$ cat config.mk
export PLATFORM = sky130hd
export DESIGN_NAME = bgr_to_visual_pixel_packer_top
export DESIGN_NICKNAME = d
export VERILOG_FILES = /design/src/sv/bgtvp_pkg.sv /design/src/sv/bgr_to_visual_pixel_packer_top.sv /design/src/sv/bgtvp_front.sv /design/src/sv/bgtvp_queue.sv /design/src/sv/bgtvp_back.sv
export SDC_FILE = /design/constraint.sdc
export NUM_CORES = 2
export LEC_CHECK = 0
export ABC_AREA = 1
export BUFFER_PORTS_ARGS = -buffer_cell sky130_fd_sc_hd__buf_2
export CAP_MARGIN = 30
export CORE_MARGIN = 4
export CORE_UTILIZATION = 69
export CTS_CLUSTER_SIZE = 40
export DETAILED_ROUTE_END_ITERATION = 8
export GPL_TIMING_DRIVEN = 1
export PLACE_DENSITY = 0.84
export SLEW_MARGIN = 20
export SYNTH_ARGS = -nofsm -noshare
export SYNTH_HDL_FRONTEND = slang
export SYNTH_SLANG_ARGS = --single-unit
$ cat constraint.sdc
create_clock -name aclk -period 13.7 [get_ports aclk]
set_input_delay 1.37 -clock aclk [delete_from_list [all_inputs] [get_ports aclk]]
set_output_delay 1.37 -clock aclk [all_outputs]
set_load 0.02 [all_outputs]
$ cat src/sv/bgtvp_pkg.sv
// ============================================================================
// bgtvp_pkg
// Shared types and constants for the BGR to display pixel packer.
// ============================================================================
package bgtvp_pkg;

    // Fixed field widths
    localparam int OFFSET_W    = 26;
    localparam int WORD_W      = 32;
    localparam int CFG_INDEX_W = 3;
    localparam int CFG_DATA_W  = 32;

    // Register reset values
    localparam logic [31:0] RED_BITS_RST     = 32'h00FF_0000;
    localparam logic [31:0] GREEN_BITS_RST   = 32'h0000_FF00;
    localparam logic [31:0] BLUE_BITS_RST    = 32'h0000_00FF;
    localparam logic [1:0]  PIXEL_FORMAT_RST = 2'd3;
    localparam logic        MSB_FIRST_RST    = 1'b0;
    localparam logic [12:0] IMAGE_WIDTH_RST  = 13'd640;
    localparam logic [12:0] IMAGE_HEIGHT_RST = 13'd480;
    localparam logic [14:0] LINE_STRIDE_RST  = 15'd2560;

    // Register indexes on the configuration port
    typedef enum logic [CFG_INDEX_W-1:0] {
        CFG_RED_BITS     = 3'd0,
        CFG_GREEN_BITS   = 3'd1,
        CFG_BLUE_BITS    = 3'd2,
        CFG_PIXEL_FORMAT = 3'd3,
        CFG_MSB_FIRST    = 3'd4,
        CFG_IMAGE_WIDTH  = 3'd5,
        CFG_IMAGE_HEIGHT = 3'd6,
        CFG_LINE_STRIDE  = 3'd7
    } cfg_index_t;

    // Configuration register set
    typedef struct packed {
        logic [31:0] red_bits;
        logic [31:0] green_bits;
        logic [31:0] blue_bits;
        logic [1:0]  pixel_format;
        logic        msb_first;
        logic [12:0] image_width;
        logic [12:0] image_height;
        logic [14:0] line_stride;
    } cfg_t;

    // Input word
    typedef struct packed {
        logic [7:0] blue_byte;
        logic [7:0] green_byte;
        logic [7:0] red_byte;
    } pixel_in_t;

    // Output word
    typedef struct packed {
        logic [OFFSET_W-1:0] byte_offset;
        logic [WORD_W-1:0]   packed_bytes;
        logic [2:0]          byte_count;
        logic                image_done;
    } pixel_out_t;

    // Entry passed from the front end to the packing back end
    typedef struct packed {
        pixel_in_t           pixel;
        logic [OFFSET_W-1:0] byte_offset;
        logic                image_done;
    } queue_entry_t;

endpackage

$ cat src/sv/bgr_to_visual_pixel_packer_top.sv
// An accepted word is stored in the queue and then in the output register, which raises m_valid.
// Throughput: one word per cycle while the queue is not full, set by the front end's
// position counters, which take one word per cycle; a two-entry queue and the output register
// let the input keep flowing while a finished word waits.
// Reset (aresetn, synchronous, active low) clears the counters, row base, queue
// and output, and loads the register defaults; no clearing pass is needed.
// ============================================================================
// bgr_to_visual_pixel_packer_top
// Converts BGR source words into packed display pixels with their byte
// offsets in a top-down destination image.
// ============================================================================
module bgr_to_visual_pixel_packer_top #(
    parameter int MAX_DIMENSION = 4096
) (
    input  logic                                  aclk,
    input  logic                                  aresetn,
    // Configuration write port
    input  logic                                  cfg_wr_en,
    input  logic [bgtvp_pkg::CFG_INDEX_W-1:0]     cfg_index,
    input  logic [bgtvp_pkg::CFG_DATA_W-1:0]      cfg_wr_data,
    // Input words
    input  logic                                  s_valid,
    output logic                                  s_ready,
    input  bgtvp_pkg::pixel_in_t                  s_data,
    // Output words
    output logic                                  m_valid,
    input  logic                                  m_ready,
    output bgtvp_pkg::pixel_out_t                 m_data
);

    bgtvp_pkg::cfg_t         cfg_reg, cfg_next;
    bgtvp_pkg::queue_entry_t front_entry, q_data;
    logic                    s_accept;
    logic                    q_full, q_empty, q_pop;

    // Configuration registers.
    always_comb begin
        cfg_next = cfg_reg;
        if (cfg_wr_en) begin
            case (bgtvp_pkg::cfg_index_t'(cfg_index))
                bgtvp_pkg::CFG_RED_BITS:     cfg_next.red_bits     = cfg_wr_data;
                bgtvp_pkg::CFG_GREEN_BITS:   cfg_next.green_bits   = cfg_wr_data;
                bgtvp_pkg::CFG_BLUE_BITS:    cfg_next.blue_bits    = cfg_wr_data;
                bgtvp_pkg::CFG_PIXEL_FORMAT: cfg_next.pixel_format = cfg_wr_data[1:0];
                bgtvp_pkg::CFG_MSB_FIRST:    cfg_next.msb_first    = cfg_wr_data[0];
                bgtvp_pkg::CFG_IMAGE_WIDTH:  cfg_next.image_width  = cfg_wr_data[12:0];
                bgtvp_pkg::CFG_IMAGE_HEIGHT: cfg_next.image_height = cfg_wr_data[12:0];
                bgtvp_pkg::CFG_LINE_STRIDE:  cfg_next.line_stride  = cfg_wr_data[14:0];
                default:                     cfg_next = cfg_reg;
            endcase
        end
    end

    always_ff @(posedge aclk) begin
        if (!aresetn) begin
            cfg_reg.red_bits     <= bgtvp_pkg::RED_BITS_RST;
            cfg_reg.green_bits   <= bgtvp_pkg::GREEN_BITS_RST;
            cfg_reg.blue_bits    <= bgtvp_pkg::BLUE_BITS_RST;
            cfg_reg.pixel_format <= bgtvp_pkg::PIXEL_FORMAT_RST;
            cfg_reg.msb_first    <= bgtvp_pkg::MSB_FIRST_RST;
            cfg_reg.image_width  <= bgtvp_pkg::IMAGE_WIDTH_RST;
            cfg_reg.image_height <= bgtvp_pkg::IMAGE_HEIGHT_RST;
            cfg_reg.line_stride  <= bgtvp_pkg::LINE_STRIDE_RST;
        end else begin
            cfg_reg <= cfg_next;
        end
    end

    // Front end takes a word whenever the queue has room.
    assign s_ready  = !q_full;
    assign s_accept = s_valid && s_ready;

    bgtvp_front #(
        .MAX_DIMENSION (MAX_DIMENSION)
    ) u_front (
        .aclk    (aclk),
        .aresetn (aresetn),
        .cfg     (cfg_reg),
        .accept  (s_accept),
        .pixel   (s_data),
        .entry   (front_entry)
    );

    bgtvp_queue u_queue (
        .aclk      (aclk),
        .aresetn   (aresetn),
        .push      (s_accept),
        .push_data (front_entry),
        .pop       (q_pop),
        .pop_data  (q_data),
        .full      (q_full),
        .empty     (q_empty)
    );

    bgtvp_back u_back (
        .aclk    (aclk),
        .aresetn (aresetn),
        .cfg     (cfg_reg),
        .q_empty (q_empty),
        .q_data  (q_data),
        .q_pop   (q_pop),
        .m_valid (m_valid),
        .m_ready (m_ready),
        .m_data  (m_data)
    );

`ifndef SYNTHESIS
    // The block is ready for a word right after reset.
    a_ready_after_reset: assert property (@(posedge aclk) !aresetn |=> s_ready)
        else $error("input not ready after reset");

    // The back end never takes from an empty queue.
    a_no_underflow: assert property (@(posedge aclk) disable iff (!aresetn)
        q_pop |-> !q_empty)
        else $error("queue read while empty");

    // A word is only written into the queue when it has room.
    a_no_overflow: assert property (@(posedge aclk) disable iff (!aresetn)
        s_accept |-> !q_full)
        else $error("queue written while full");
`endif

endmodule

$ cat src/sv/bgtvp_front.sv
// ============================================================================
// bgtvp_front
// Position tracker: keeps column, row and row base and forms the byte
// offset and the end-of-image flag of each accepted word.
// ============================================================================
module bgtvp_front #(
    parameter int MAX_DIMENSION = 4096
) (
    input  logic                     aclk,
    input  logic                     aresetn,
    input  bgtvp_pkg::cfg_t          cfg,
    input  logic                     accept,
    input  bgtvp_pkg::pixel_in_t     pixel,
    output bgtvp_pkg::queue_entry_t  entry
);

    localparam int CNT_W  = $clog2(MAX_DIMENSION);
    localparam int DIM_W  = (CNT_W + 1 > 13) ? CNT_W + 1 : 13;
    localparam int PROD_W = DIM_W + 15;
    localparam int OFS_W  = bgtvp_pkg::OFFSET_W;

    logic [CNT_W-1:0] col_reg, col_next;
    logic [CNT_W-1:0] row_reg, row_next;
    logic [OFS_W-1:0] base_reg, base_next;

    logic [DIM_W-1:0]  width_raw, height_raw, width_c, height_c;
    logic [PROD_W-1:0] start_prod;
    logic [OFS_W-1:0]  base_eff, col_scaled, stride_ext;
    logic [DIM_W-1:0]  col_inc, row_inc;
    logic              image_start, row_end, image_end;

    // Clamp the image size to 1..MAX_DIMENSION.
    assign width_raw  = DIM_W'(cfg.image_width);
    assign height_raw = DIM_W'(cfg.image_height);

    always_comb begin
        if (width_raw == '0) begin
            width_c = DIM_W'(1);
        end else if (width_raw > DIM_W'(MAX_DIMENSION)) begin
            width_c = DIM_W'(MAX_DIMENSION);
        end else begin
            width_c = width_raw;
        end
        if (height_raw == '0) begin
            height_c = DIM_W'(1);
        end else if (height_raw > DIM_W'(MAX_DIMENSION)) begin
            height_c = DIM_W'(MAX_DIMENSION);
        end else begin
            height_c = height_raw;
        end
    end

    // The first row written is the bottom row of the top-down image.
    assign start_prod = PROD_W'(height_c - DIM_W'(1)) * PROD_W'(cfg.line_stride);
    assign stride_ext = OFS_W'(cfg.line_stride);

    assign image_start = (col_reg == '0) && (row_reg == '0);
    assign base_eff    = image_start ? start_prod[OFS_W-1:0] : base_reg;

    // Column times bytes per pixel, built from shifts and an add.
    always_comb begin
        case (cfg.pixel_format)
            2'd0:    col_scaled = OFS_W'(col_reg);
            2'd1:    col_scaled = OFS_W'(col_reg) << 1;
            2'd2:    col_scaled = OFS_W'(col_reg) + (OFS_W'(col_reg) << 1);
            2'd3:    col_scaled = OFS_W'(col_reg) << 2;
            default: col_scaled = OFS_W'(col_reg);
        endcase
    end

    // Counter advance and wrap at row and image end.
    assign col_inc   = DIM_W'(col_reg) + DIM_W'(1);
    assign row_inc   = DIM_W'(row_reg) + DIM_W'(1);
    assign row_end   = (col_inc >= width_c);
    assign image_end = row_end && (row_inc >= height_c);

    always_comb begin
        col_next  = col_reg;
        row_next  = row_reg;
        base_next = base_reg;
        if (accept) begin
            base_next = base_eff;
            if (row_end) begin
                col_next  = '0;
                base_next = base_eff - stride_ext;
                row_next  = image_end ? '0 : row_inc[CNT_W-1:0];
            end else begin
                col_next = col_inc[CNT_W-1:0];
            end
        end
    end

    always_ff @(posedge aclk) begin
        if (!aresetn) begin
            col_reg  <= '0;
            row_reg  <= '0;
            base_reg <= '0;
        end else begin
            col_reg  <= col_next;
            row_reg  <= row_next;
            base_reg <= base_next;
        end
    end

    // Entry handed to the queue.
    assign entry.pixel       = pixel;
    assign entry.byte_offset = base_eff + col_scaled;
    assign entry.image_done  = image_end;

endmodule

$ cat src/sv/bgtvp_queue.sv
// ============================================================================
// bgtvp_queue
// Two-entry queue between the position front end and the packing back end.
// ============================================================================
module bgtvp_queue (
    input  logic                     aclk,
    input  logic                     aresetn,
    input  logic                     push,
    input  bgtvp_pkg::queue_entry_t  push_data,
    input  logic                     pop,
    output bgtvp_pkg::queue_entry_t  pop_data,
    output logic                     full,
    output logic                     empty
);

    bgtvp_pkg::queue_entry_t entry_reg [2];
    logic       wr_ptr_reg, wr_ptr_next;
    logic       rd_ptr_reg, rd_ptr_next;
    logic [1:0] count_reg, count_next;

    assign full     = (count_reg == 2'd2);
    assign empty    = (count_reg == 2'd0);
    assign pop_data = entry_reg[rd_ptr_reg];

    // Pointer and fill count update.
    always_comb begin
        wr_ptr_next = push ? ~wr_ptr_reg : wr_ptr_reg;
        rd_ptr_next = pop  ? ~rd_ptr_reg : rd_ptr_reg;
        count_next  = count_reg;
        if (push && !pop) begin
            count_next = count_reg + 2'd1;
        end else if (pop && !push) begin
            count_next = count_reg - 2'd1;
        end
    end

    always_ff @(posedge aclk) begin
        if (!aresetn) begin
            wr_ptr_reg <= 1'b0;
            rd_ptr_reg <= 1'b0;
            count_reg  <= 2'd0;
        end else begin
            wr_ptr_reg <= wr_ptr_next;
            rd_ptr_reg <= rd_ptr_next;
            count_reg  <= count_next;
        end
    end

    // Storage needs no reset.
    always_ff @(posedge aclk) begin
        if (push) begin
            entry_reg[wr_ptr_reg] <= push_data;
        end
    end

endmodule

$ cat src/sv/bgtvp_back.sv
// ============================================================================
// bgtvp_back
// Packing back end: places the three channels in the display word, orders
// its bytes and holds the finished word in the output register.
// ============================================================================
module bgtvp_back (
    input  logic                     aclk,
    input  logic                     aresetn,
    input  bgtvp_pkg::cfg_t          cfg,
    input  logic                     q_empty,
    input  bgtvp_pkg::queue_entry_t  q_data,
    output logic                     q_pop,
    output logic                     m_valid,
    input  logic                     m_ready,
    output bgtvp_pkg::pixel_out_t    m_data
);

    localparam int WORD_W = bgtvp_pkg::WORD_W;

    logic [4:0] red_left_reg,   red_right_reg;
    logic [4:0] green_left_reg, green_right_reg;
    logic [4:0] blue_left_reg,  blue_right_reg;
    logic [4:0] red_left_next,   red_right_next;
    logic [4:0] green_left_next, green_right_next;
    logic [4:0] blue_left_next,  blue_right_next;

    logic [WORD_W-1:0]     word;
    logic [WORD_W-1:0]     packed_word;
    logic [2:0]            nbytes;
    logic                  out_valid_reg, out_valid_next;
    bgtvp_pkg::pixel_out_t out_reg;

    // Left and right shift of a channel from the top set bit of its mask.
    // An empty mask shifts the byte out entirely.
    function automatic logic [9:0] mask_shifts(input logic [31:0] mask);
        logic       found;
        logic [4:0] top;
        logic [4:0] left_amt;
        logic [4:0] right_amt;
        found = 1'b0;
        top   = '0;
        for (int i = 0; i < 32; i++) begin
            if (mask[i]) begin
                found = 1'b1;
                top   = 5'(i);
            end
        end
        if (!found) begin
            left_amt  = 5'd0;
            right_amt = 5'd8;
        end else if (top >= 5'd7) begin
            left_amt  = top - 5'd7;
            right_amt = 5'd0;
        end else begin
            left_amt  = 5'd0;
            right_amt = 5'd7 - top;
        end
        return {left_amt, right_amt};
    endfunction

    function automatic logic [31:0] place(input logic [7:0] chan, input logic [4:0] left_amt,
                                          input logic [4:0] right_amt, input logic [31:0] mask);
        logic [31:0] v;
        v = (32'(chan) << left_amt) >> right_amt;
        return v & mask;
    endfunction

    // Shift amounts are registered and follow the masks in the next cycle; the user must
    // change masks only while the block is idle, as the block does not enforce it.
    assign {red_left_next,   red_right_next}   = mask_shifts(cfg.red_bits);
    assign {green_left_next, green_right_next} = mask_shifts(cfg.green_bits);
    assign {blue_left_next,  blue_right_next}  = mask_shifts(cfg.blue_bits);

    always_ff @(posedge aclk) begin
        red_left_reg    <= red_left_next;
        red_right_reg   <= red_right_next;
        green_left_reg  <= green_left_next;
        green_right_reg <= green_right_next;
        blue_left_reg   <= blue_left_next;
        blue_right_reg  <= blue_right_next;
    end

    // Display word from the three channels.
    assign word = place(q_data.pixel.red_byte,   red_left_reg,   red_right_reg,   cfg.red_bits)
                | place(q_data.pixel.green_byte, green_left_reg, green_right_reg, cfg.green_bits)
                | place(q_data.pixel.blue_byte,  blue_left_reg,  blue_right_reg,  cfg.blue_bits);

    assign nbytes = 3'(cfg.pixel_format) + 3'd1;

    // Byte ordering; bytes beyond the pixel size stay zero.
    always_comb begin
        logic [1:0] sel;
        packed_word = '0;
        for (int i = 0; i < 4; i++) begin
            sel = cfg.msb_first ? 2'(nbytes - 3'(i) - 3'd1) : 2'(i);
            if (3'(i) < nbytes) begin
                packed_word[8*i +: 8] = word[{sel, 3'b000} +: 8];
            end
        end
    end

    // Output register: refill whenever it is empty or being taken.
    assign q_pop = !q_empty && (!out_valid_reg || m_ready);

    always_comb begin
        out_valid_next = out_valid_reg;
        if (q_pop) begin
            out_valid_next = 1'b1;
        end else if (m_ready) begin
            out_valid_next = 1'b0;
        end
    end

    always_ff @(posedge aclk) begin
        if (!aresetn) begin
            out_valid_reg <= 1'b0;
        end else begin
            out_valid_reg <= out_valid_next;
        end
    end

    always_ff @(posedge aclk) begin
        if (q_pop) begin
            out_reg.byte_offset  <= q_data.byte_offset;
            out_reg.packed_bytes <= packed_word;
            out_reg.byte_count   <= nbytes;
            out_reg.image_done   <= q_data.image_done;
        end
    end

    assign m_valid = out_valid_reg;
    assign m_data  = out_reg;

endmodule
## Yosys cells after proc, flatten, opt, wreduce, memory -nomap -nowiden

Memory sizes are Yosys's and may differ from the RTL's. A register that Yosys moved wholly into a read port is not among the register bits.
Cells that the tools add are included.

- $mul: 1
- $lt $le $gt $ge: 11
- Bitwise operators: 10
- Multiplexer cells: 213
- Reduce and logical (&&, ||, !) cells: 36
- Add/sub/neg operators: 21
- Shifts and indexed selects: 10
- Eq/ne operators: 11

Operators with widths:

| cell | number |
|---|---|
| $mux 5 | 48 |
| $shiftx 32x6->8 | 4 |
| $mux 4 | 27 |
| $mux 1 | 105 |
| $pmux 26 s4 | 1 |
| $and 32x32->32 | 3 |
| $shl 8x5->32 | 3 |
| $shr 32x5->32 | 3 |
| $or 32x32->32 | 2 |
| $mux 13 | 4 |
| $mux 26 | 2 |
| $mux 3 | 12 |
| $mul 28x15->26 | 1 |
| $add 12x1->13 const B | 2 |
| $add 26x26->26 | 1 |
| $ge 13x13->1 | 2 |
| $gt 13x13->1 const B | 2 |
| $logic_not 13->1 | 2 |
| $sub 26x15->26 | 1 |
| $logic_not 12->1 | 2 |
| $mux 12 | 2 |
| $mux 2 | 12 |
| $reduce_and 2->1 | 12 |
| $ge 5x3->1 const B | 3 |
| other kinds (23) | 57 |

- Input port bits: 64
- Memories: 1
- Memory bits (writable): 102
- Output and inout port bits: 64
- Register bits after elaboration: 287

Memories:

| name | words | width | rd ports | clocked after memory_dff | wr ports | line | text |
|---|---|---|---|---|---|---|---|
| u_queue.entry_reg | 2 | 51 | 1 | 1 | 1 | bgtvp_queue.sv:16 | `bgtvp_pkg::queue_entry_t entry_reg [2];` |

## Longest topological paths before layout

- Word-level depth: 34
- Gate-level depth with buffers: 49

## Cells and area by module

A second synthesis with hierarchy kept.

- Cells, all modules: 4998
- Area total of the unflattened synthesis: 35155.0 µm²

By module, submodules not included:

| module | instances | cells each | seq. area each (µm²) | area each (µm²) |
|---|---|---|---|---|
| bgtvp_front | 1 | 1923 | 1001.0 | 13484.2 |
| bgtvp_back | 1 | 2102 | 2482.4 | 12042.8 |
| bgr_to_visual_pixel_packer_top | 1 | 779 | 2802.7 | 5464.0 |
| bgtvp_queue | 1 | 194 | 3163.0 | 4164.0 |

## Least setup slack after synthesis

No wires, ideal clock.

- Path kind: register to register
- Start point: reg cfg_reg[16] (netlist name)
- End point: mem u_queue.entry_reg[0][25] (netlist name) (data pin)
- Arrival: 7.695 ns
- Slack: 5.735 ns
- Stages on the path, launching flop included: 46
- Buffers on the path: 0
- Library setup time: 0.270 ns
- Required time: 13.430 ns
- Cell sequence: dfxtp_1 > nor2_1 > nand4_1 > nor2_2 > nor2_4 > inv_1 > nand2_1 > ha_1 > nand2_1 > nor2_2 > nand2_1 > xor2_1 > inv_1 > nor2_1 > fa_1 > inv_1 > fa_1 > inv_1 > [10 not listed] > o21ai_1 > inv_1 > nand2_1 > nand2_1 > o22ai_1 > inv_1 > ha_1 > nand2_1 > o21ai_0 > a41oi_1 > o21ai_0 > nand2_1 > inv_1 > nand4_1 > nor2_1 > nand2_1 > nor3_2 > xor2_1

RTL lines:

| item | line | text |
|---|---|---|
| start, declared | bgr_to_visual_pixel_packer_top.sv:31 | `bgtvp_pkg::cfg_t cfg_reg, cfg_next;` |
| start signal, assigned | bgr_to_visual_pixel_packer_top.sv:65 | `cfg_reg <= cfg_next;` |
| end, declared | bgtvp_queue.sv:16 |  |

==> results.tsv <==
metric	value	unit
total power draw	8.20	mW
Post-Synthesis Cell Area	0.0335	sq mm
Die Area	0.0522	sq mm
sequential cell area fraction in the yosys report	28.2	%
status	completed	
final HPWL from detailed placement	81.6	mm
I/O pins	128	
maximum VDD drop	0.935	mV
Hold Vio Cnt, Final	0	
clock skew	0.0267	ns
Arr. time, crit path	9.62	ns
Layout fillers	3768	
clock period minus worst slack	9.31	ns
Synth top area share	14.7	%
Starting DRT DRC Count	4394	
# nets final	5178	
slew margin rel.	31.2	%
CTS Buf Count	43	
Top FF cell, synth	dfxtp_1	
max cap viols	0	
routed len/inst	19.6	microns
Core Region	0.0478	sq mm
final slew viol count	0	
Total GRT Usage	39.7	%
critical path's slowest cell	fa_1	
largest net degree at the start of global routing	79	
drt pass-1 iters	8	
Netlist cell types	69	
f_max	0.107	GHz
most frequent cells in the layout	nand2_1, inv_1, nor2_1	
CP top delay family	adder cells	
CP peak stage delay	0.54	ns
DR vias/cell	6.06	
DP Cell Count	5344	
cell count after synthesis	4771	
chip width	228	microns
Critical Path RT	14.01	ns
final wirelength	106	mm
Final ANT Viol Nets	0	
Post-synth EDFFs	164	
Leakage Power	17.0	nW
# hold bufs at CTS	0	
hold path depth	2	
RSZ-0062 raised after global routing	false	
vias in the first global route	31212	
FF+latch count, synth	390	
Sink Count	390	
Yosys warning total	0	
CTS tree	yes	
initial core utilization	70.1	%
Avg Cell Area, Syn	7.03	sq um
clock tree buffer depth	3	
setup violators final	0	
Period Utilization, post-route	67.9	%
Overflow after GRT	0	
final non-filler cell total	5433	
gp weighted congestion	1.12	
first-pass GRT wire length	166	mm
DR vias	32899	
Synth area leader	edfxtp_1	
Layout Area Growth over Synthesis	7.17	%
Multi-input gate area	0.0209	sq mm
CTS clk-pin slew, worst paths	0.06	ns
Startpoint Class	flop	
die span in y	228	microns
register area	0.00945	sq mm
Post-CTS Setup Bufs	0	
r2r setup slk	4.39	ns
FF-to-FF path depth	45	
Clk Latency, worst-skew pair	0.59	ns
CP Depth	45	
most used cell, CP	inv_1	
share of cells above drive strength 1	7.02	%
Core Rows	80	
final core occ	75.1	%
CP bufs+invs	11	
P per Cell Area	228	mW/mm^2
post_cts resized	0	
Slew @ Worst Pin	1.02	ns
crit end category	flop	
CP max FO	9	
CTS H-tree depth	2	
kind of critical path	flop to flop	
TNS Setup	0	ns
Async S/R FF share, synth	0	%
# DRC	0	
ranking of synthesized cells by area	edfxtp_1, nand2_1, dfxtp_1	
Root Driver	clkbuf_16	
most common cell after layout, fill and taps aside	nand2_1	
max FFs per register	140	
I/O Buffers	127	
HP Class	flop to flop	
initial antenna violation count	1	
worst min-delay path, stage by stage (launching register included):
cell     delay [ns]
dfxtp_1        0.30
nand2_1        0.06
a21oi_1        0.05
area by class of cell:
| class | count | share of cell area [%] |
|---|---|---|
| clock inverter | 24 | 0.825 |
| clock buffer | 55 | 3.35 |
| tap | 615 | 2.14 |
| multi-input combinational | 3566 | 58.2 |
| sequential | 390 | 26.3 |
| inverter | 625 | 6.53 |
| timing repair buffer | 156 | 2.63 |
| antenna | 2 | 0.0139 |
kinds of logic after synthesis:
family,Yosys count,synth area share [%]
AND/OR/NAND/NOR,2248,27.8
AO/OA/AOI/OAI,864,14.9
buffers and inverters,837,9.76
flip-flops,390,28.2
adder cells (fa/ha/maj),332,16.7
XOR/XNOR,86,2.29
multiplexers,12,0.358
other,2,0.0224
through the flow:
stage,instance area (sq um),worst slack (ns),hold WS [ns]
after detailed placement,34300,4.65,0.448
after CTS,35800,4.46,0.461
after global routing,35900,3.66,0.498
after floorplan,33600,5.74,0.426
final,35900,4.39,0.462
after global placement,34200,5.00,0.437
final timing paths:
| kind | start | to |
|---|---|---|
| max | cfg_reg[16] | u_queue.entry_reg[1][25] |
| min | u_front.base_reg[14] | u_front.base_reg[14] |
| max reg2reg | cfg_reg[16] | u_queue.entry_reg[1][25] |
| min reg2reg | u_front.base_reg[14] | u_front.base_reg[14] |
routing by layer:
metal  vias to the layer above  GRT usage (%)  part of all wire (%)
met1                     15058           47.9                    36
li1                      15502              -                     -
met4                         0           28.1                   9.0
met5                         -              0                     0
met2                      1841           65.5                    46
met3                       498           5.92                   8.7
Yosys cell counts, types with 5 or more instances:
cell / number
o211ai_2: 5
mux2i_1: 12
nand2_2: 6
buf_6: 5
nand3_1: 322
o221ai_1: 14
nand2_1: 1312
nor2_1: 440
dfxtp_1: 226
inv_2: 8
and2_1: 6
nor4_1: 12
inv_1: 605
o21ai_2: 49
a31oi_1: 18
nor3_1: 22
buf_2: 63
nor3_2: 5
a221oi_1: 9
or2_1: 27
xnor2_1: 24
o21ai_1: 85
a211oi_1: 8
edfxtp_1: 164
xor2_1: 61
or2_2: 15
nand4_1: 54
a22oi_1: 20
buf_1: 18
o21bai_1: 7
clkinv_1: 11
a21oi_1: 266
o22ai_1: 32
o211ai_1: 46
fa_1: 191
ha_1: 141
nor2_2: 8
o21ai_0: 277
clkbuf_1: 122
power by group:
part           total, mW  switching (mW)  internal (mW)
clock               1.22           0.502          0.723
sequential          1.78           0.149           1.63
combinational       5.20            3.50           1.69
Power figures use the tool's default switching activity.
